$ cat src/sv/gfis_pkg.sv
package gfis_pkg;

   // Fixed field widths of the request and response channels and the column count.
   localparam int SLOT_W   = 6;
   localparam int SIZE_W   = 32;
   localparam int VALUE_W  = 64;
   localparam int COLUMN_W = 6;
   localparam int COUNT_W  = 7;

   // Request command codes.
   localparam logic CMD_TRANSLATE = 1'b0;
   localparam logic CMD_LOAD      = 1'b1;

endpackage

$ cat src/sv/gfis_ram.sv
module gfis_ram #(
   parameter int WIDTH = 32,
   parameter int DEPTH = 64
) (
   input  logic                     clock,
   input  logic                     wr_en,
   input  logic [$clog2(DEPTH)-1:0] wr_addr,
   input  logic [WIDTH-1:0]         wr_data,
   input  logic                     rd_en,
   input  logic [$clog2(DEPTH)-1:0] rd_addr,
   output logic [WIDTH-1:0]         rd_data
);

   logic [WIDTH-1:0] mem_ff [DEPTH];
   logic [WIDTH-1:0] rd_data_ff;

   // One write port and one registered read port; read data holds between reads.
   always_ff @(posedge clock) begin
      if (wr_en) begin
         mem_ff[wr_addr] <= wr_data;
      end
      if (rd_en) begin
         rd_data_ff <= mem_ff[rd_addr];
      end
   end

   assign rd_data = rd_data_ff;

endmodule

$ cat src/sv/gfis_cursor.sv
module gfis_cursor #(
   parameter int MAX_COLUMNS = 64,
   parameter int INDEX_BITS  = 32
) (
   input  logic                               clock,
   input  logic                               reset,
   // Request channel.
   input  logic                               req_valid,
   output logic                               req_stall,
   input  logic                               req_cmd,
   input  logic                               req_row_start,
   input  logic [gfis_pkg::SLOT_W-1:0]        req_slot,
   input  logic [gfis_pkg::SIZE_W-1:0]        req_size_value,
   input  logic [INDEX_BITS-1:0]              req_global_index,
   input  logic [gfis_pkg::VALUE_W-1:0]       req_value,
   // Clamped number of columns in use.
   input  logic [$clog2(MAX_COLUMNS+1)-1:0]   count,
   // Size table port.
   output logic                               ram_wr_en,
   output logic [$clog2(MAX_COLUMNS)-1:0]     ram_wr_addr,
   output logic [gfis_pkg::SIZE_W-1:0]        ram_wr_data,
   output logic                               ram_rd_en,
   output logic [$clog2(MAX_COLUMNS)-1:0]     ram_rd_addr,
   input  logic [gfis_pkg::SIZE_W-1:0]        ram_rd_data,
   // Result toward the output stage.
   output logic                               res_valid,
   input  logic                               res_ready,
   output logic [gfis_pkg::COLUMN_W-1:0]      res_column,
   output logic [INDEX_BITS-1:0]              res_local_index,
   output logic [gfis_pkg::VALUE_W-1:0]       res_value,
   output logic                               res_out_of_range
);

   import gfis_pkg::*;

   localparam int ADDR_W = $clog2(MAX_COLUMNS);
   localparam int COL_W  = $clog2(MAX_COLUMNS + 1);
   localparam int SUM_W  = ((INDEX_BITS > SIZE_W) ? INDEX_BITS : SIZE_W) + 1;

   typedef enum logic {
      ST_IDLE,
      ST_LOOKUP
   } state_type;

   state_type              state_ff, state_in;
   logic [COL_W-1:0]       col_ff, col_in;
   logic [INDEX_BITS-1:0]  off_ff, off_in;
   logic [INDEX_BITS-1:0]  prev_ff, prev_in;
   logic [INDEX_BITS-1:0]  gi_ff, gi_in;
   logic [VALUE_W-1:0]     value_ff, value_in;

   logic                   accept;
   logic                   sentinel;
   logic [INDEX_BITS-1:0]  prev_eff;
   logic                   restart;
   logic [COL_W-1:0]       start_col;
   logic                   slot_ok;
   logic                   in_range;
   logic [SUM_W-1:0]       sum;
   logic                   step;
   logic [COL_W-1:0]       col_next;

   // Only one request is in the walk at a time, so a load never meets a pending read.
   assign req_stall = (state_ff != ST_IDLE);
   assign accept    = req_valid && (state_ff == ST_IDLE);

   // Cursor restart on a row start or on an index that does not move forward.
   assign sentinel  = &req_global_index;
   assign prev_eff  = req_row_start ? '0 : prev_ff;
   assign restart   = req_row_start || (!sentinel && (req_global_index <= prev_eff));
   assign start_col = restart ? '0 : col_ff;
   assign slot_ok   = (32'(req_slot) < 32'(MAX_COLUMNS));

   // Walk step: move past the current column while the index lies beyond its end.
   assign in_range = (col_ff < count);
   assign sum      = SUM_W'(off_ff) + SUM_W'(ram_rd_data);
   assign step     = in_range && (SUM_W'(gi_ff) >= sum);
   assign col_next = col_ff + COL_W'(1);

   // Size table accesses.
   assign ram_wr_en   = accept && (req_cmd == CMD_LOAD) && slot_ok;
   assign ram_wr_addr = ADDR_W'(req_slot);
   assign ram_wr_data = req_size_value;

   always_comb begin
      ram_rd_en   = 1'b0;
      ram_rd_addr = start_col[ADDR_W-1:0];
      if (state_ff == ST_IDLE) begin
         ram_rd_en   = accept && (req_cmd == CMD_TRANSLATE) && !sentinel;
         ram_rd_addr = start_col[ADDR_W-1:0];
      end else begin
         ram_rd_en   = step;
         ram_rd_addr = col_next[ADDR_W-1:0];
      end
   end

   // Result of a finished walk.
   assign res_valid        = (state_ff == ST_LOOKUP) && !step;
   assign res_out_of_range = !in_range;
   assign res_column       = in_range ? COLUMN_W'(col_ff) : '0;
   assign res_local_index  = in_range ? (gi_ff - off_ff) : '0;
   assign res_value        = value_ff;

   // Next-state logic.
   always_comb begin
      state_in = state_ff;
      col_in   = col_ff;
      off_in   = off_ff;
      prev_in  = prev_ff;
      gi_in    = gi_ff;
      value_in = value_ff;
      case (state_ff)
         ST_IDLE: begin
            if (accept && (req_cmd == CMD_TRANSLATE)) begin
               if (restart) begin
                  col_in  = '0;
                  off_in  = '0;
                  prev_in = '0;
               end
               if (!sentinel) begin
                  prev_in  = req_global_index;
                  gi_in    = req_global_index;
                  value_in = req_value;
                  state_in = ST_LOOKUP;
               end
            end
         end
         ST_LOOKUP: begin
            if (step) begin
               col_in = col_next;
               off_in = INDEX_BITS'(sum);
            end else if (res_ready) begin
               state_in = ST_IDLE;
            end
         end
         default: begin
            state_in = ST_IDLE;
         end
      endcase
   end

   // State, cursor and captured request.
   always_ff @(posedge clock) begin
      gi_ff    <= gi_in;
      value_ff <= value_in;
      if (reset) begin
         state_ff <= ST_IDLE;
         col_ff   <= '0;
         off_ff   <= '0;
         prev_ff  <= '0;
      end else begin
         state_ff <= state_in;
         col_ff   <= col_in;
         off_ff   <= off_in;
         prev_ff  <= prev_in;
      end
   end

endmodule

$ cat src/sv/gfis_out_stage.sv
module gfis_out_stage #(
   parameter int INDEX_BITS = 32
) (
   input  logic                          clock,
   input  logic                          reset,
   // Result from the cursor.
   input  logic                          res_valid,
   output logic                          res_ready,
   input  logic [gfis_pkg::COLUMN_W-1:0] res_column,
   input  logic [INDEX_BITS-1:0]         res_local_index,
   input  logic [gfis_pkg::VALUE_W-1:0]  res_value,
   input  logic                          res_out_of_range,
   // Response channel.
   output logic                          rsp_valid,
   input  logic                          rsp_stall,
   output logic [gfis_pkg::COLUMN_W-1:0] rsp_column,
   output logic [INDEX_BITS-1:0]         rsp_local_index,
   output logic [gfis_pkg::VALUE_W-1:0]  rsp_value_out,
   output logic                          rsp_out_of_range
);

   import gfis_pkg::*;

   logic                  valid_ff;
   logic [COLUMN_W-1:0]   column_ff;
   logic [INDEX_BITS-1:0] local_ff;
   logic [VALUE_W-1:0]    value_ff;
   logic                  oor_ff;
   logic                  push;

   // The register takes a new result when empty or when its result leaves now.
   assign res_ready = !valid_ff || !rsp_stall;
   assign push      = res_valid && res_ready;

   always_ff @(posedge clock) begin
      if (push) begin
         column_ff <= res_column;
         local_ff  <= res_local_index;
         value_ff  <= res_value;
         oor_ff    <= res_out_of_range;
      end
      if (reset) begin
         valid_ff <= 1'b0;
      end else if (push) begin
         valid_ff <= 1'b1;
      end else if (!rsp_stall) begin
         valid_ff <= 1'b0;
      end
   end

   assign rsp_valid        = valid_ff;
   assign rsp_column       = column_ff;
   assign rsp_local_index  = local_ff;
   assign rsp_value_out    = value_ff;
   assign rsp_out_of_range = oor_ff;

endmodule

$ cat src/sv/global_feature_index_splitter.sv
// Global feature index splitter.
// Requests come in on the req_ channel (valid/stall); req_cmd selects a size
// load into the column table or the translation of one sparse entry. Each
// translated entry gives one response on the rsp_ channel with its column,
// local index, the value passed through and an out-of-range flag; an entry
// whose index is all ones gives no response. csr_wr_en writes the number of
// columns in use; the user must do so only while no request is in flight, as
// the block does not enforce this. Loads and skipped entries leave the cursor
// idle; a translation holds req_stall until its result is taken, and each
// column step is one read of the size table followed by one add and compare.
// A response appears on rsp_valid once the output register takes it. The
// output register holds one response, so the block takes the next request
// while that response waits; a stall longer than one translation backs up to
// req_stall. Reset puts the cursor at column 0 with offset and previous index
// zero and sets the column count to 1. The size table is not cleared; every
// column in use must be loaded before entries are translated.
module global_feature_index_splitter #(
   parameter int MAX_COLUMNS = 64,
   parameter int INDEX_BITS  = 32
) (
   input  logic                          clock,
   input  logic                          reset,
   // Request channel.
   input  logic                          req_valid,
   output logic                          req_stall,
   input  logic                          req_cmd,
   input  logic                          req_row_start,
   input  logic [gfis_pkg::SLOT_W-1:0]   req_slot,
   input  logic [gfis_pkg::SIZE_W-1:0]   req_size_value,
   input  logic [INDEX_BITS-1:0]         req_global_index,
   input  logic [gfis_pkg::VALUE_W-1:0]  req_value,
   // Response channel.
   output logic                          rsp_valid,
   input  logic                          rsp_stall,
   output logic [gfis_pkg::COLUMN_W-1:0] rsp_column,
   output logic [INDEX_BITS-1:0]         rsp_local_index,
   output logic [gfis_pkg::VALUE_W-1:0]  rsp_value_out,
   output logic                          rsp_out_of_range,
   // Column count register.
   input  logic                          csr_wr_en,
   input  logic [gfis_pkg::COUNT_W-1:0]  csr_wr_data
);

   import gfis_pkg::*;

   localparam int ADDR_W = $clog2(MAX_COLUMNS);
   localparam int COL_W  = $clog2(MAX_COLUMNS + 1);

   logic [COUNT_W-1:0]    count_ff;
   logic [COL_W-1:0]      count_use;
   logic                  ram_wr_en;
   logic [ADDR_W-1:0]     ram_wr_addr;
   logic [SIZE_W-1:0]     ram_wr_data;
   logic                  ram_rd_en;
   logic [ADDR_W-1:0]     ram_rd_addr;
   logic [SIZE_W-1:0]     ram_rd_data;
   logic                  res_valid;
   logic                  res_ready;
   logic [COLUMN_W-1:0]   res_column;
   logic [INDEX_BITS-1:0] res_local_index;
   logic [VALUE_W-1:0]    res_value;
   logic                  res_out_of_range;

   // Column count register.
   always_ff @(posedge clock) begin
      if (reset) begin
         count_ff <= COUNT_W'(1);
      end else if (csr_wr_en) begin
         count_ff <= csr_wr_data;
      end
   end

   // A count of zero acts as one, and one above the table depth as the depth.
   always_comb begin
      if (count_ff == '0) begin
         count_use = COL_W'(1);
      end else if (32'(count_ff) > 32'(MAX_COLUMNS)) begin
         count_use = COL_W'(MAX_COLUMNS);
      end else begin
         count_use = COL_W'(count_ff);
      end
   end

   gfis_ram #(
      .WIDTH (SIZE_W),
      .DEPTH (MAX_COLUMNS)
   ) u_size_ram (
      .clock   (clock),
      .wr_en   (ram_wr_en),
      .wr_addr (ram_wr_addr),
      .wr_data (ram_wr_data),
      .rd_en   (ram_rd_en),
      .rd_addr (ram_rd_addr),
      .rd_data (ram_rd_data)
   );

   gfis_cursor #(
      .MAX_COLUMNS (MAX_COLUMNS),
      .INDEX_BITS  (INDEX_BITS)
   ) u_cursor (
      .clock            (clock),
      .reset            (reset),
      .req_valid        (req_valid),
      .req_stall        (req_stall),
      .req_cmd          (req_cmd),
      .req_row_start    (req_row_start),
      .req_slot         (req_slot),
      .req_size_value   (req_size_value),
      .req_global_index (req_global_index),
      .req_value        (req_value),
      .count            (count_use),
      .ram_wr_en        (ram_wr_en),
      .ram_wr_addr      (ram_wr_addr),
      .ram_wr_data      (ram_wr_data),
      .ram_rd_en        (ram_rd_en),
      .ram_rd_addr      (ram_rd_addr),
      .ram_rd_data      (ram_rd_data),
      .res_valid        (res_valid),
      .res_ready        (res_ready),
      .res_column       (res_column),
      .res_local_index  (res_local_index),
      .res_value        (res_value),
      .res_out_of_range (res_out_of_range)
   );

   gfis_out_stage #(
      .INDEX_BITS (INDEX_BITS)
   ) u_out_stage (
      .clock            (clock),
      .reset            (reset),
      .res_valid        (res_valid),
      .res_ready        (res_ready),
      .res_column       (res_column),
      .res_local_index  (res_local_index),
      .res_value        (res_value),
      .res_out_of_range (res_out_of_range),
      .rsp_valid        (rsp_valid),
      .rsp_stall        (rsp_stall),
      .rsp_column       (rsp_column),
      .rsp_local_index  (rsp_local_index),
      .rsp_value_out    (rsp_value_out),
      .rsp_out_of_range (rsp_out_of_range)
   );

endmodule
$ cat config.mk
export PLATFORM = sky130hd
export DESIGN_NAME = global_feature_index_splitter
export DESIGN_NICKNAME = d
export VERILOG_FILES = /design/src/sv/gfis_pkg.sv /design/src/sv/gfis_ram.sv /design/src/sv/gfis_cursor.sv /design/src/sv/gfis_out_stage.sv /design/src/sv/global_feature_index_splitter.sv
export SDC_FILE = /design/constraint.sdc
export NUM_CORES = 2
export LEC_CHECK = 0
export BUFFER_PORTS_ARGS = -buffer_cell sky130_fd_sc_hd__buf_2
export CAP_MARGIN = 5
export CORE_ASPECT_RATIO = 1.1
export CORE_MARGIN = 8
export CORE_UTILIZATION = 62
export CTS_CLUSTER_SIZE = 14
export DETAILED_ROUTE_END_ITERATION = 10
export PLACE_DENSITY = 0.79
export SYNTH_ARGS = -nofsm -noshare
export SYNTH_HDL_FRONTEND = slang
export SYNTH_SLANG_ARGS = --single-unit
$ cat constraint.sdc
create_clock -name clock -period 25.6 [get_ports clock]
set_input_delay 2.56 -clock clock [delete_from_list [all_inputs] [get_ports clock]]
set_output_delay 2.56 -clock clock [all_outputs]
set_load 0.02 [all_outputs]
-- After elaboration in Yosys (flattened, before gate mapping)
Memories as Yosys holds them, arrays and structs flattened. A register that Yosys moved wholly into a read port is not among the register bits.
Index checks and enable logic that the tools add are counted.
- input port bits: 148
- memories: 1
- output and inout port bits: 105
- bits in writable memories: 2048
- register bits: 279
- memory list (name ; words ; bits a word ; read ports ; clocked after memory_dff ; write ports ; RTL line ; text):
    u_size_ram.mem_ff ; 64 ; 32 ; 1 ; 1 ; 1 ; gfis_ram.sv:14 ; logic [WIDTH-1:0] mem_ff [DEPTH];
- $lt $le $gt $ge: 4
- bitwise gates (word level): 3
- $add $sub $neg: 3
- equal/unequal tests: 5
- reductions and logical operators: 21
- muxes and demuxes: 23
- operator list (kind ; number):
    $mux 32 ; 5
    $pmux 32 s2 ; 1
    $mux 7 ; 5
    $add 32x32->33 ; 1
    $ge 32x33->1 ; 1
    $le 32x32->1 ; 1
    $reduce_and 32->1 ; 1
    $sub 32x32->32 ; 1
    $pmux 7 s2 ; 1
    $mux 1 ; 9
    $reduce_and 3->1 ; 3
    $logic_and 1x1->1 ; 8
    $add 7x1->7 const B ; 1
    $gt 7x7->1 const B ; 1
    $logic_not 7->1 ; 1
    $lt 7x7->1 ; 1
    $mux 6 ; 1
    $ne 2x2->1 const B ; 3
    $logic_not 1->1 ; 5
    $ne 2x1->1 const B ; 2
    $not 1->1 ; 3
    $logic_or 1x1->1 ; 2
    $pmux 1 s2 ; 1
    $reduce_and 2->1 ; 1

-- Depth between registers and ports, before layout
- depth after elaboration: 9
- mapped depth: 24

-- Cells and area by module
From an unflattened synthesis, not the netlist that was laid out.
- cells, all modules: 4642
- area, all modules: 93430.9 um^2
- by module, submodules not included (module ; area an instance (um^2) ; cells an instance ; sequential area each (um^2) ; instances):
    gfis_ram ; 78835.6 ; 3324 ; 62459.9 ; 1
    gfis_cursor ; 11157.0 ; 1179 ; 4324.1 ; 1
    gfis_out_stage ; 3131.8 ; 108 ; 3113.0 ; 1
    global_feature_index_splitter ; 306.5 ; 31 ; 140.1 ; 1

-- Least setup slack after synthesis
No wires, ideal clock.
- path type: reg2reg
- start: reg u_size_ram.rd_data_ff[0] (netlist: u_size_ram.rd_data[0]) (read register of u_size_ram.mem_ff)
- end: reg u_out_stage.column_ff[0] (netlist: u_out_stage.rsp_column[0]), enable pin
- cell stages (with the launch flop): 22
- path buffers: 0
- setup slack: 16.893 ns
- data required time: 25.034 ns
- arrival time: 8.141 ns
- path through: edfxtp_1 ha_1 fa_1 a21o_1 a21oi_1 nand2b_1 a2111o_1 a211o_1 a21boi_1 a311oi_1 xor2_1 ha_1 nand4_1 o21ai_0 a21oi_1 o211a_1 o21a_1 a221oi_1 o21ai_0 o21ba_2 nand2b_1 nor2_1
- cells in the longest elaborated chain, start to end: 6
- ends and longest elaborated chain (item ; RTL line ; text):
    start: declaration ; gfis_ram.sv:15 ; logic [WIDTH-1:0] rd_data_ff;
    $add 32x32->33 ; gfis_cursor.sv:76 ; assign sum = SUM_W'(off_ff) + SUM_W'(ram_rd_data);
    $ge 32x33->1 ; gfis_cursor.sv:77 ; assign step = in_range && (SUM_W'(gi_ff) >= sum);
    $logic_and 1x1->1 ; gfis_cursor.sv:77 ;
    $logic_not 1->1 ; gfis_cursor.sv:98 ; assign res_valid = (state_ff == ST_LOOKUP) && !step;
    $logic_and 1x1->1 ; gfis_cursor.sv:98 ;
    $logic_and 1x1->1 ; gfis_out_stage.sv:33 ; assign push = res_valid && res_ready;
    named net u_out_stage.push ; gfis_out_stage.sv:29 ; logic push;
    end signal: assignment ; gfis_out_stage.sv:37 ; column_ff <= res_column;
    end: declaration ; gfis_out_stage.sv:25 ; logic [COLUMN_W-1:0] column_ff;
The timed path passes the listed nets, and every way through them passes these cells.
A chain may end at the register's enable or synchronous reset.

-- Worst setup path after layout
- start: in req_row_start
- end: reg u_size_ram.rd_data_ff[7] (netlist: u_size_ram.rd_data[7]) (read register of u_size_ram.mem_ff), data pin
- cells in the longest elaborated chain, start to end: 6
- ends and longest elaborated chain (item ; RTL line ; text):
    start: declaration ; global_feature_index_splitter.sv:27 ; input logic req_row_start,
    $mux 32 ; gfis_cursor.sv:69 ; assign prev_eff = req_row_start ? '0 : prev_ff;
    $le 32x32->1 ; gfis_cursor.sv:70 ; assign restart = req_row_start || (!sentinel && (req_global_index <= prev_eff));
    $logic_and 1x1->1 ; gfis_cursor.sv:70 ;
    $logic_or 1x1->1 (*) ; gfis_cursor.sv:70 ;
    $mux 7 (*) ; gfis_cursor.sv:71 ; assign start_col = restart ? '0 : col_ff;
    $mux 6 (*) ; gfis_cursor.sv:88 ; if (state_ff == ST_IDLE) begin
Every way passes the cells marked *; elsewhere a longest branch is shown, timed or not. The select of a mux whose other input is x is not followed.

==> run_results.csv <==
group,metric,value,unit
timing,fin_skew,0.0430,ns
finish,num-fill-cells,9144,
drt,vias,52900,
timing,relSlewSlack,0.102,
worst_setup_path,crit_path_max_fanout,60,
timing,hold_violations,0,
power,power_frac_seq,0.545,
power,vdd_drop_max,0.0000587,V
global_routing,antenna_found_initial,25,
clock_network,numCtsBuffers,217,
clock_network,clockBufferDepth,3,
finish,area_delta_synth_final,11.8,%
place,gp_congestion,0.877,
clock_network,h-tree-depth,4,
power,p_per_area,74.9,mW/mm^2
drt,wl_per_cell,32.6,um
worst_setup_path,required,26.15,ns
timing,max_freq,106,MHz
power,intPower,6190,uW
worst_setup_path,crit_path_end_kind,"flip-flop",
timing,period_share,0.370,
power,p_clk_frac,0.402,
drt,postRouteAntennaNets,0,
floorplan,rows,150,
clock_network,clk_latency,0.87,ns
finish,utilization,0.695,
logic_synthesis,synth_compound_area_frac,0.0627,
worst_setup_path,worstSetupPathType,"input port to flip-flop",
timing,final-setup-viol-count,0,
logic_synthesis,ys_seq_area_frac,0.745,
timing,rsz0062_at_grt,"no",
logic_synthesis,yosys_warnings,0,
logic_synthesis,ys.flop_type,"edfxtp_1",
clock_network,holdBufCountCts,0,
power,p_total,7870,uW
run_status,status,"finished clean",
drt,drtIter0Drc,7276,
clock_network,clk_pin_slew,0.06,ns
power,p_sw,1680,uW
clock_network,cts_tree,"built",
finish,drive_gt1_frac,0.192,
timing,finalMaxSlewViolations,0,
power,netSwitchingFraction,0.213,
logic_synthesis,synth_top_family_by_area,"multiplexers",
floorplan,initial_core_util,0.622,
finish,final_common_cell,"edfxtp_1",
global_routing,grt_max_degree,128,
global_routing,grt_pass1_wl,358000,um
clock_network,cts.sinks,2359,
clock_network,cts_setup_buffers,0,
worst_setup_path,worst_ep_arrival_time,10.03,ns
logic_synthesis,syn_avg_cell_area,18.1,um^2
timing,worst_pin_slew,1.34,ns
logic_synthesis,ys_ff_latch,2359,
global_routing,globalRouteTotalUtil,0.298,
floorplan,die_area,0.164,mm^2
worst_setup_path,cp-start-kind,"input port",
logic_synthesis,netlist_instances,5189,
logic_synthesis,syn_area,0.0940,mm^2
logic_synthesis,synth_nets,5473,
timing,period_minus_slack,9.48,ns
drt,first_pass_iters,6,
clock_network,post_cts_resized,0,
logic_synthesis,synth-adder-area-share,0.0183,
logic_synthesis,yosys.area_share.simple,0.0344,
drt,viasPerCell,6.89,
timing,setup_tns,0,ns
place,dp_worst_setup_slack,15.53,ns
place,port_buffers,252,
global_routing,grt-ovfl-total,0,
finish,layout_common_cells,"edfxtp_1, mux2i_1, buf_2",
floorplan,die_y,424,um
clock_network,clockRootBuffer,"clkbuf_16",
power,combPwrFrac,0.053,
power,power.leakage,0.0334,uW
floorplan,boundaryPins,253,
finish,nets,5801,
drt,routed_wl,250000,um
min_path,hp-class,"flip-flop to flip-flop",
logic_synthesis,synth_cell_types,90,
run,drv_cap,0,
drt,drc,0,
floorplan,coreArea,0.151,mm^2
global_routing,grt_pass1_vias,52300,
floorplan,fp.dieW,387,um
place,dp_hpwl,141000,um
logic_synthesis,synthXorXnorAreaFrac,0.00475,
logic_synthesis,synth-async-reset-ratio,0,
timing,fin_ws,16.12,ns
logic_synthesis,synth-edff-count,2279,
logic_synthesis,muxShareOfSynthArea,0.120,
kinds of logic (layout without fill, tap and decap cells):
family / after synthesis / after routing
AOI/OAI and AO/OA: 829 / 829
xor gates and xnor gates: 51 / 51
adders and majority gates: 136 / 136
buffers and inverters: 328 / 832
DFF: 2359 / 2359
muxes: 806 / 806
other: 0 / 3
and+or+nand+nor: 680 / 680
final cells by class:
type                       instances  area (um^2)  share of cell area
sequential                      2359        70000               0.666
multi-input combinational       2502        23200               0.221
clock buffer                     264         5650              0.0537
tap                             1976         2470              0.0235
timing repair buffer             377         2240              0.0213
clock inverter                   131         1280              0.0122
inverter                          60          225             0.00214
antenna                            3         7.51           0.0000714
cells in the mapped netlist, types with 6 or more instances:
cell type	n	area, um^2
ha_1	134	1680
edfxtp_1	2279	68400
nor4_1	6	37.5
buf_1	15	56.3
a32oi_1	32	280
nor3_1	28	140
a22oi_1	97	728
o22ai_1	67	419
mux2_2	32	360
nor2_1	195	732
nor2b_1	19	119
buf_4	8	60.1
o22a_1	31	272
a21o_1	43	323
o21a_1	17	128
nand3_1	59	295
nand2b_1	18	113
and2_1	13	81.3
inv_1	59	221
nand4_1	59	369
a31oi_1	13	81.3
xor2_1	27	236
mux2i_1	523	5240
buf_6	8	90.1
o211ai_1	40	300
a211oi_1	43	323
o221a_2	31	349
or3_1	30	188
dfxtp_1	80	1600
a21oi_1	197	986
o21bai_1	10	75.1
and3_1	10	62.6
clkbuf_1	140	526
a221oi_1	35	307
xnor2_1	24	210
o21ai_0	80	400
a211o_1	7	61.3
buf_2	97	485
nand2_1	208	781
o2111a_1	31	349
mux4_2	251	5650
critical path, cell delays in order:
cell      delay (ns)
buf_2           0.13
clkinv_1        0.80
nand2_1         0.31
ha_1            0.20
nand4_2         0.19
a211oi_1        0.52
o41ai_2         0.30
a31oi_4         0.22
buf_4           0.68
buf_4           0.91
buf_4           0.84
buf_4           0.92
mux2i_1         0.33
mux2i_1         0.11
a22oi_1         0.31
o2111a_1        0.26
nand4_1         0.12
final timing paths:
path / startpoint / to / slack [ns] / depth (start not counted)
min: u_cursor.res_value[43] / u_out_stage.rsp_value_out[43] / 0.41 / 0
min reg2reg: u_cursor.res_value[43] / u_out_stage.rsp_value_out[43] / 0.41 / 0
max reg2reg: u_cursor.prev_ff[13] / u_size_ram.rd_data[7] / 18.53 / 15
max: req_row_start / u_size_ram.rd_data[7] / 16.12 / 17
registers in the layout (all words and copies together) (netlist names):
signal                        cells
u_size_ram.mem_ff              2048
u_cursor.res_value               64
u_out_stage.rsp_value_out        64
u_cursor.gi_ff                   32
u_cursor.off_ff                  32
u_cursor.prev_ff                 32
u_out_stage.rsp_local_index      32
u_size_ram.rd_data               32
count_ff                          7
u_cursor.col_ff                   7
u_out_stage.rsp_column            6
u_cursor.req_stall                1
u_out_stage.rsp_out_of_range      1
u_out_stage.rsp_valid             1
power groups by stage:
stage | sequential, uW | combinational [uW] | clock, uW
2_1_floorplan | 4370 | 238 | 0
3_3_place_gp | 4370 | 401 | 0
3_5_place_dp | 4370 | 410 | 0
4_1_cts | 4290 | 413 | 3180
5_1_grt | 4290 | 443 | 3330
6_report | 4290 | 416 | 3160
through the flow:
step	cells	hold slack [ns]	cell area (um^2)
after global routing	7670	0.416	105000
final	7672	0.412	105000
after floorplan	5189	0.400	94000
after CTS	7669	0.414	105000
after global placement	7274	0.400	98200
after detailed placement	7274	0.405	98200
per-layer routing:
metal | vias up | GRT usage | part of all wire
met5 | - | 0 | 0.00064
met4 | 20 | 0.142 | 0.054
met3 | 722 | 0.0910 | 0.13
met2 | 3774 | 0.470 | 0.47
met1 | 26600 | 0.383 | 0.35
li1 | 21800 | - | -
Power figures use the tool's default switching activity.
